<file path="src/hdl/chacha20_stream_xor_top_assert.svh">
// Assertion macros for the stream cipher top level.
`ifndef CHACHA20_STREAM_XOR_TOP_ASSERT_SVH
`define CHACHA20_STREAM_XOR_TOP_ASSERT_SVH

// same-cycle implication, checked outside reset
`define CS_ASSERT_NOW(label, ante, cons, msg) \
  label: assert property (@(posedge clk) disable iff (rst) (ante) |-> (cons)) else $error(msg);

// next-cycle implication, checked outside reset
`define CS_ASSERT_NEXT(label, ante, cons, msg) \
  label: assert property (@(posedge clk) disable iff (rst) (ante) |=> (cons)) else $error(msg);

`endif

</file>
<file path="src/hdl/chacha_pkg.sv">
`default_nettype none

package chacha_pkg;

  typedef logic [31:0] word_t;

  typedef struct packed {
    logic       kind;
    logic [7:0] data_byte;
    logic       end_of_message;
  } item_t;

  typedef struct packed {
    logic [7:0] out_byte;
    logic       last;
  } result_t;

  localparam word_t Sigma0 = 32'h6170_7865;
  localparam word_t Sigma1 = 32'h3320_646e;
  localparam word_t Sigma2 = 32'h7962_2d32;
  localparam word_t Sigma3 = 32'h6b20_6574;

  localparam int RotA = 16;
  localparam int RotB = 12;
  localparam int RotC = 8;
  localparam int RotD = 7;

  localparam int NumDoubleRounds = 10;
  localparam int NumWords        = 16;
  localparam int BlockBytes      = 64;
  localparam int PosWidth        = $clog2(BlockBytes);

  localparam int CfgIndexWidth = 3;
  localparam int CfgDataWidth  = 64;

  typedef enum logic [CfgIndexWidth-1:0] {
    REG_KEY01    = 3'd0,
    REG_KEY23    = 3'd1,
    REG_KEY45    = 3'd2,
    REG_KEY67    = 3'd3,
    REG_INIT_CTR = 3'd4,
    REG_NONCE01  = 3'd5,
    REG_NONCE2   = 3'd6
  } cfg_reg_e;

endpackage

`default_nettype wire

</file>
<file path="src/hdl/chacha20_stream_xor_top.sv">
// Restart request: taken while idle; it gives no result. Keystream held: the request
// moves to the emit state, which registers the result; new requests stall until idle.
// No keystream held: the request goes through the round, feed-forward and emit states
// in that order; the single half-quarter-round unit does all of the round steps.
// Reset (rst, synchronous, active high) clears control, counter and config registers
// and stalls requests; the held keystream words are not cleared.
`default_nettype none

`include "chacha20_stream_xor_top_assert.svh"

module chacha20_stream_xor_top (
  input  logic                                 clk,
  input  logic                                 rst,
  input  logic                                 item_valid,
  output logic                                 item_stall,
  input  chacha_pkg::item_t                    item,
  output logic                                 result_valid,
  input  logic                                 result_stall,
  output chacha_pkg::result_t                  result,
  input  logic                                 cfg_valid,
  output logic                                 cfg_ready,
  input  logic [chacha_pkg::CfgIndexWidth-1:0] cfg_index,
  input  logic [chacha_pkg::CfgDataWidth-1:0]  cfg_data
);
  import chacha_pkg::*;

  localparam int StepCount = NumDoubleRounds * 16;
  localparam int StepWidth = $clog2(StepCount);
  localparam int FfWidth   = $clog2(NumWords);

  typedef enum logic [1:0] {
    S_IDLE,
    S_ROUND,
    S_FINAL,
    S_EMIT
  } state_t;

  typedef struct packed {
    word_t a;
    word_t b;
    word_t c;
    word_t d;
  } quad_t;

  function automatic word_t rotl(word_t x, int n);
    return (x << n) | (x >> (32 - n));
  endfunction

  // one half of a quarter round; second half uses the 8/7 rotations
  function automatic quad_t qr_half(quad_t q, logic second);
    quad_t r;
    word_t t;
    r   = q;
    r.a = q.a + q.b;
    t   = q.d ^ r.a;
    r.d = second ? rotl(t, RotC) : rotl(t, RotA);
    r.c = q.c + r.d;
    t   = q.b ^ r.c;
    r.b = second ? rotl(t, RotD) : rotl(t, RotB);
    return r;
  endfunction

  state_t                 state;
  logic [StepWidth-1:0]   step;
  logic [FfWidth-1:0]     ff_cnt;
  logic [PosWidth-1:0]    pos;
  logic                   ks_valid;
  word_t                  block_counter;
  logic [7:0]             cur_byte;
  logic                   cur_eom;

  logic [63:0]            key01;
  logic [63:0]            key23;
  logic [63:0]            key45;
  logic [63:0]            key67;
  word_t                  init_ctr;
  logic [63:0]            nonce01;
  word_t                  nonce2;

  word_t                  w      [NumWords];
  word_t                  ks     [NumWords];
  word_t                  init_w [NumWords];
  word_t                  upd    [NumWords];
  word_t                  rot    [NumWords];
  word_t                  w_round[NumWords];
  quad_t                  q;
  word_t                  ks_word;
  logic [7:0]             ks_byte;

  always_comb begin
    init_w[0]  = Sigma0;
    init_w[1]  = Sigma1;
    init_w[2]  = Sigma2;
    init_w[3]  = Sigma3;
    init_w[4]  = key01[31:0];
    init_w[5]  = key01[63:32];
    init_w[6]  = key23[31:0];
    init_w[7]  = key23[63:32];
    init_w[8]  = key45[31:0];
    init_w[9]  = key45[63:32];
    init_w[10] = key67[31:0];
    init_w[11] = key67[63:32];
    init_w[12] = block_counter;
    init_w[13] = nonce01[31:0];
    init_w[14] = nonce01[63:32];
    init_w[15] = nonce2;
  end

  // state kept as 4 rows of 4; the unit always works on column 0 and rows rotate
  always_comb begin
    q = qr_half({w[0], w[4], w[8], w[12]}, step[0]);
    for (int i = 0; i < NumWords; i++) begin
      upd[i] = w[i];
    end
    upd[0]  = q.a;
    upd[4]  = q.b;
    upd[8]  = q.c;
    upd[12] = q.d;
    for (int r = 0; r < 4; r++) begin
      for (int j = 0; j < 4; j++) begin
        rot[r*4+j] = upd[r*4+((j+1)%4)];
      end
    end
    for (int r = 0; r < 4; r++) begin
      for (int j = 0; j < 4; j++) begin
        if (!step[0]) begin
          w_round[r*4+j] = upd[r*4+j];
        end else if (step[2:1] != 2'd3) begin
          w_round[r*4+j] = rot[r*4+j];
        end else if (!step[3]) begin
          w_round[r*4+j] = rot[r*4+((j+r)%4)];      // diagonalise
        end else begin
          w_round[r*4+j] = rot[r*4+((j+4-r)%4)];    // back to columns
        end
      end
    end
  end

  assign ks_word    = ks[pos[PosWidth-1:2]];
  assign ks_byte    = ks_word[8*pos[1:0] +: 8];
  assign item_stall = rst || (state != S_IDLE);
  assign cfg_ready  = !rst;

  always_ff @(posedge clk) begin
    if (rst) begin
      state         <= S_IDLE;
      step          <= '0;
      ff_cnt        <= '0;
      pos           <= '0;
      ks_valid      <= 1'b0;
      block_counter <= '0;
      result_valid  <= 1'b0;
      key01         <= '0;
      key23         <= '0;
      key45         <= '0;
      key67         <= '0;
      init_ctr      <= '0;
      nonce01       <= '0;
      nonce2        <= '0;
    end else begin
      if (result_valid && !result_stall && state != S_EMIT) begin
        result_valid <= 1'b0;
      end
      if (cfg_valid) begin
        case (cfg_index)
          REG_KEY01:    key01    <= cfg_data;
          REG_KEY23:    key23    <= cfg_data;
          REG_KEY45:    key45    <= cfg_data;
          REG_KEY67:    key67    <= cfg_data;
          REG_INIT_CTR: init_ctr <= cfg_data[31:0];
          REG_NONCE01:  nonce01  <= cfg_data;
          REG_NONCE2:   nonce2   <= cfg_data[31:0];
          default: ;
        endcase
      end
      case (state)
        S_IDLE: begin
          if (item_valid) begin
            cur_byte <= item.data_byte;
            cur_eom  <= item.end_of_message;
            if (item.kind) begin
              block_counter <= init_ctr;
              ks_valid      <= 1'b0;
              pos           <= '0;
            end else if (ks_valid) begin
              state <= S_EMIT;
            end else begin
              for (int i = 0; i < NumWords; i++) begin
                w[i] <= init_w[i];
              end
              step  <= '0;
              state <= S_ROUND;
            end
          end
        end
        S_ROUND: begin
          for (int i = 0; i < NumWords; i++) begin
            w[i] <= w_round[i];
          end
          step <= step + 1'b1;
          if (step == StepWidth'(StepCount - 1)) begin
            ff_cnt <= '0;
            state  <= S_FINAL;
          end
        end
        S_FINAL: begin
          for (int i = 0; i < NumWords - 1; i++) begin
            ks[i] <= ks[i+1];
            w[i]  <= w[i+1];
          end
          ks[NumWords-1] <= w[0] + init_w[ff_cnt];
          ff_cnt         <= ff_cnt + 1'b1;
          if (ff_cnt == FfWidth'(NumWords - 1)) begin
            block_counter <= block_counter + 32'd1;
            ks_valid      <= 1'b1;
            pos           <= '0;
            state         <= S_EMIT;
          end
        end
        S_EMIT: begin
          if (!result_valid || !result_stall) begin
            result_valid    <= 1'b1;
            result.out_byte <= cur_byte ^ ks_byte;
            result.last     <= cur_eom;
            if (pos == PosWidth'(BlockBytes - 1) || cur_eom) begin
              ks_valid <= 1'b0;
              pos      <= '0;
            end else begin
              pos <= pos + 1'b1;
            end
            state <= S_IDLE;
          end
        end
        default: state <= S_IDLE;
      endcase
    end
  end

  `CS_ASSERT_NOW(a_no_ks_while_busy, state == S_ROUND || state == S_FINAL, !ks_valid, "keystream held during block generation")
  `CS_ASSERT_NEXT(a_round_to_final, state == S_ROUND && step == StepWidth'(StepCount - 1), state == S_FINAL && ff_cnt == '0, "rounds did not hand over to feed-forward")
  `CS_ASSERT_NEXT(a_final_done, state == S_FINAL && ff_cnt == FfWidth'(NumWords - 1), state == S_EMIT && ks_valid && pos == '0, "block not marked held after feed-forward")
  `CS_ASSERT_NEXT(a_emit_result, state == S_EMIT && !(result_valid && result_stall), result_valid && state == S_IDLE, "result not issued from emit")

endmodule

`default_nettype wire

</file>
<file path="config.mk">
export PLATFORM = sky130hd
export DESIGN_NAME = chacha20_stream_xor_top
export DESIGN_NICKNAME = d
export VERILOG_FILES = /design/src/hdl/chacha_pkg.sv /design/src/hdl/chacha20_stream_xor_top.sv
export VERILOG_INCLUDE_DIRS = /design/src /design/src/hdl
export SDC_FILE = /design/constraint.sdc
export NUM_CORES = 2
export LEC_CHECK = 0
export BUFFER_PORTS_ARGS = -buffer_cell sky130_fd_sc_hd__buf_2
export CORE_MARGIN = 2
export CORE_UTILIZATION = 30
export CTS_CLUSTER_DIAMETER = 30
export CTS_CLUSTER_SIZE = 25
export DETAILED_ROUTE_END_ITERATION = 12
export PLACE_DENSITY_LB_ADDON = 0.12
export SLEW_MARGIN = 15
export SYNTH_ARGS = -nofsm -noshare
export SYNTH_HDL_FRONTEND = slang
export SYNTH_SLANG_ARGS = --single-unit
</file>
<file path="constraint.sdc">
create_clock -name clk -period 32.5 [get_ports clk]
set_clock_uncertainty 0.2 [all_clocks]
set_input_delay 3.25 -clock clk [delete_from_list [all_inputs] [get_ports clk]]
set_output_delay 3.25 -clock clk [all_outputs]
set_load 0.005 [all_outputs]
</file>
### Word level (Yosys, flattened, before mapping)

Memory sizes are Yosys's and may differ from the RTL's. A register that Yosys moved wholly into a read port is not among the register bits.
Cells that the tools add are included.

| operators by class | value |
|---|---|
| shift operators | 1 |
| reduce and logical (&&, ||, !) cells | 30 |
| mux-type cells | 118 |
| add/sub/neg operators | 7 |
| bitwise logic cells | 40 |
| order comparisons | 1 |
| equality and inequality tests | 22 |

Operators by type and width:

| cell | number |
|---|---|
| 32-bit two-way mux | 74 |
| 32-bit binary-select mux with 4-bit select | 1 |
| 32-bit adder | 3 |
| 32-bit one-hot mux with 2 select lines | 1 |
| 32-bit bitwise XOR | 2 |
| 32-bit by 1-bit adder with 32-bit output, second input constant | 1 |
| 32-bit by 12-bit OR with 32-bit output | 1 |
| 32-bit by 16-bit OR with 32-bit output | 1 |
| 32-bit by 7-bit OR with 32-bit output | 1 |
| 32-bit by 8-bit OR with 32-bit output | 1 |
| 32-bit by 6-bit variable part select with 8-bit output | 1 |
| 1-bit OR | 31 |
| 6-bit two-way mux | 5 |
| 8-bit two-way mux | 3 |
| 1-bit two-way mux | 20 |
| 2-bit inequality test, second input constant | 10 |
| 6-bit one-hot mux with 3 select lines | 1 |
| 8-bit one-hot mux with 2 select lines | 1 |
| 2-bit AND reduction | 8 |
| 2-bit two-way mux | 6 |
| 4-bit two-way mux | 3 |
| 5-bit AND reduction | 2 |
| 3-bit == test, second input constant | 3 |
| 8-bit by 1-bit adder with 8-bit output, second input constant | 1 |
| other kinds (26) | 38 |

| storage, ports and cells | value |
|---|---|
| memories | 2 |
| input port bits | 82 |
| RAM bits | 1024 |
| logic and storage cells | 239 |
| register bits after elaboration | 456 |

Memory list:

| memory | depth | width | rd ports | clocked after memory_dff | wr ports | RTL line | RTL |
|---|---|---|---|---|---|---|---|
| ks | 16 | 32 | 16 | 1 | 16 | chacha20_stream_xor_top.sv:81 | `word_t ks [NumWords];` |
| w | 16 | 32 | 16 | 0 | 16 | chacha20_stream_xor_top.sv:80 | `word_t w [NumWords];` |

### Longest topological paths before layout

An unclocked memory read counts as a cell.

| logic depth | value |
|---|---|
| depth after elaboration | 14 |
| gate-level depth with buffers | 26 |
| mapped depth without buffers | 25 |

### Worst setup path after synthesis

Ideal clock, no wire load.

| timing path | value |
|---|---|
| path kind | in2reg |
| start point | input port rst |
| end point | memory w[0][316] in the netlist's numbering, data pin |
| slack | 12313 ps |
| setup time | 826 ps |
| arrival | 19161 ps |
| path buffers | 4 |
| stages on the path | 8 |
| data required time | 31474 ps |
| cell sequence | clkbuf_1 > inv_1 > nand2_1 > inv_1 > clkbuf_1 > clkbuf_1 > buf_1 > o22ai_1 |

RTL lines:

| item | RTL line | RTL |
|---|---|---|
| start: declaration | chacha20_stream_xor_top.sv:13 | `input logic rst,` |
| end: declaration | chacha20_stream_xor_top.sv:80 |  |

==> key figures <==
Critical path
  • Setup slack, reg-to-reg: 23.68 ns
  • Reg2Reg Launch Point: w[0][128]$_DFFE_PP_
  • Crit Path Max Fanout: 7
  • Critical Path AT: 9.37 ns
  • Critical path type: reg2reg
  • Critical path data required time: 33.05 ns
  • Slowest stage delay, CP: 0.76 ns
  • CP startpoint: w[0][128]$_DFFE_PP_
  • Startpoint Class: flip-flop
  • Crit path capture type: flip-flop
  • Crit-path slowest cell: xnor2_1

Logic synthesis
  • Mapped Area: 72040 um^2
  • Mapped Nets: 6788
  • Ys async rst share: 0%
  • Number of synthesized flops with an enable pin: 1042
  • Avg Inst Size Synth: between 10 and 15 um^2
  • Synthesis warning total: 0
  • Mapped Cells: roughly 6600
  • Yosys reg bits: between 1000 and 1500
  • Ys flop type: edfxtp_1
  • Synth cell types: 94
  • Seq/Total Area, Yosys: between 50% and 60%

STA
  • Final setup vio count: 0
  • Hold Fails Final Rpt: 0
  • Max frequency: 113.4 MHz
  • Fin. max-slew vios: 0
  • Relative slew slack: between 10% and 20%
  • RSZ-0062 raised after global routing: false
  • Final period util: 27.14%
  • Slew @ Worst Pin: 1.205 ns
  • Fin crit period: 8.821 ns
  • Total negative setup slack: 0 ns

Final layout
  • Finished Layout Cells: between 10000 and 15000
  • Proportion of layout cells with a drive suffix above 1: 17.46%
  • Area Growth Syn to Fin: 24.45%
  • Final nets: 6953
  • Fillers: about 23000

Placed design
  • Placer Congestion: 0.9507
  • DP Wirelength: 207.7 mm
  • Port bufs: 93
  • Placed Instances: around 9500

Global route
  • Global-route wire length before repair: 429.1 mm
  • Total track usage: ~24%
  • Vias in the first global route: about 56000
  • Largest net degree at the start of global routing: roughly 170
  • Initial antenna violation count: 40
  • Congestion Overflow GR: 0

Worst hold path
  • Hold Startpoint: ks[12][23]$_DFFE_PP_
  • Worst min path class: reg2reg

Routing
  • Routed length per instance: 29.77 um
  • Antenna-violating nets left: 0
  • Via Count: 57890
  • Drt pass-1 iters: 9
  • Via density per instance: 5.637
  • Routed Wire Length: roughly 300 mm
  • DR iter-0 viols: 7181
  • DR DRC count: 0

Flow run
  • Max-cap violations: 0

Floorplanning
  • Chip height: 494.0 um
  • I/O pin count: 94
  • Core area: 238300 um^2
  • Die width: about 490 um
  • Initial Utilization: 30.23%
  • Die area: approximately 240000 um^2
  • Rows: 179

Clocking
  • Clk buf depth: 4
  • # Post-CTS Setup Buffers: 0
  • CTS tree: done
  • Cts repair resizes: 0
  • CTS sink cnt: ~1500
  • Worst-skew pair later-pin latency: ~0.97 ns
  • CTS Buf Count: 406
  • Clock slew at reported path FFs: around 0.05 ns
  • Hold_buf cts: 0
  • Htree depth: 5
  • CTS root buffer: clkbuf_16

Power
  • Leak Pwr: roughly 31 nW
  • Total chip power: 0.01136 W
  • P per Cell Area: about 130 nW/um^2
  • Peak VDD IR: slightly above 0.09 mV

Run status
  • Status: finished clean
[worst max-delay path, delay by kind of cell (launching register included)]
| kind | cells | cell delay (ns) |
|---|---|---|
| buffers and inverters | 1 | 0.12 |
| xor gates and xnor gates | 3 | 1.32 |
| AOI/OAI and AO/OA | 12 | 4.20 |
| and+or+nand+nor | 6 | 1.22 |
| adders and majority gates | 3 | 1.10 |
| DFF | 1 | 0.43 |
[stage by stage]
step	utilization [%]	setup slack [ns]	instance area, um^2	hold slack, ns
2_1_floorplan	-	12.31	72040	0.2207
3_3_place_gp	31.94	23.98	76120	0.2217
3_5_place_dp	31.95	23.95	76130	0.2274
4_1_cts	37.60	23.90	89590	0.1778
5_1_grt	37.61	23.57	89630	0.1954
6_report	37.62	23.68	89650	0.1919
[layout make-up]
| type | count | area, um^2 | share of cell area (%) |
|---|---|---|---|
| well taps | 3167 | 3963 | 4.420 |
| clock buffers | 524 | 11320 | 12.63 |
| multi-input cells | 4518 | 29970 | 33.43 |
| inverters | 115 | 440.4 | 0.4913 |
| flip-flops and latches | 1484 | 40160 | 44.80 |
| diodes | 14 | 35.03 | 0.03908 |
| clock inverters | 215 | 2133 | 2.380 |
| repair buffers | 233 | 1622 | 1.809 |
[kinds of logic (layout without fill, tap and decap cells)]
| family | after synthesis | after routing | share of synthesized area, % |
|---|---|---|---|
| and+or+nand+nor | 2119 | 2119 | 12.28 |
| AOI/OAI and AO/OA | 1792 | 1792 | 15.36 |
| DFF | 1484 | 1484 | 55.72 |
| buffers and inverters | 591 | 1087 | 3.085 |
| muxes | 331 | 331 | 9.291 |
| xor gates and xnor gates | 163 | 163 | 2.267 |
| adders and majority gates | 113 | 113 | 1.994 |
| other | 0 | 14 | 0 |
[cell usage after synthesis (16+ instances only)]
library cell,count,area [um^2]
and3_1,47,294.0
xnor2_1,78,683.2
a222oi_1,62,620.6
a21oi_1,775,3879
edfxtp_1,1042,31290
nor2_1,392,1471
o21bai_1,18,135.1
and2_1,65,406.6
nand3_1,87,435.4
xor2_1,68,595.6
o22ai_1,93,581.8
mux2_2,17,191.4
clkbuf_1,406,1524
o211ai_1,42,315.3
a21o_1,49,367.9
o21ai_0,296,1481
a22oi_1,54,405.4
dfxtp_1,442,8848
a221o_1,26,260.3
nor2b_1,20,125.1
buf_1,67,251.5
mux2i_1,45,450.4
o221ai_1,22,192.7
or3_1,32,200.2
mux4_2,267,6013
a31oi_1,96,600.6
inv_1,113,424.2
nor3_1,59,295.3
ha_1,110,1376
o21a_1,16,120.1
nand4_1,20,125.1
a211oi_1,59,442.9
a22o_1,47,411.6
nand2_1,1317,4943
nand2b_1,44,275.3
[worst paths after layout]
path	endpoint	cells past startpoint
setup reg to reg	w[0][135]$_DFFE_PP_	25
hold / removal	ks[11][23]$_DFFE_PP_	0
hold reg to reg	ks[11][23]$_DFFE_PP_	0
setup / recovery	w[0][135]$_DFFE_PP_	25
[per-layer routing]
metal,vias up,wire length (um),GRT usage [%]
li1,25060,-,-
met1,29100,128300,33.12
met2,3017,133800,36.62
met3,704,29030,6.220
met4,12,14540,10.77
met5,-,84,0
[report_power, final]
group / internal (W) / switching (W) / total [W]
Sequential: 0.00254 / 0.000239 / 0.00278
Combinational: 0.00138 / 0.00329 / 0.00468
Clock: 0.00270 / 0.00120 / 0.00390
Total: 0.00663 / 0.00473 / 0.0114
[flip-flops by register name, indices dropped and copies added (netlist names), 64 cells and up, named ones only]
name and count:
ks 512, key45 64, key67 64, key01 64
key23 64, nonce01 64, w 512
[placed cells by master, fill, tap and decap left out, drive strengths merged, types with 14 or more instances in the layout]
master	instances
nand2	1317
edfxtp	1042
a21oi	777
clkbuf	524
dfxtp	442
nor2	393
o21ai	308
mux4	267
buf	233
clkinv	151
inv	130
ha	110
a31oi	96
o22ai	93
nand3	87
xnor2	81
xor2	71
and2	66
a222oi	62
a211oi	60
nor3	59
a22oi	55
a21o	49
and3	48
a22o	47
mux2i	46
nand2b	44
o211ai	42
bufinv	36
or3	32
a221o	26
o221ai	22
nand4	20
nor2b	20
o21bai	18
mux2	18
o21a	17
o31ai	15
a221oi	15
diode	14
Note: power is estimated with default switching activity, not from simulation.
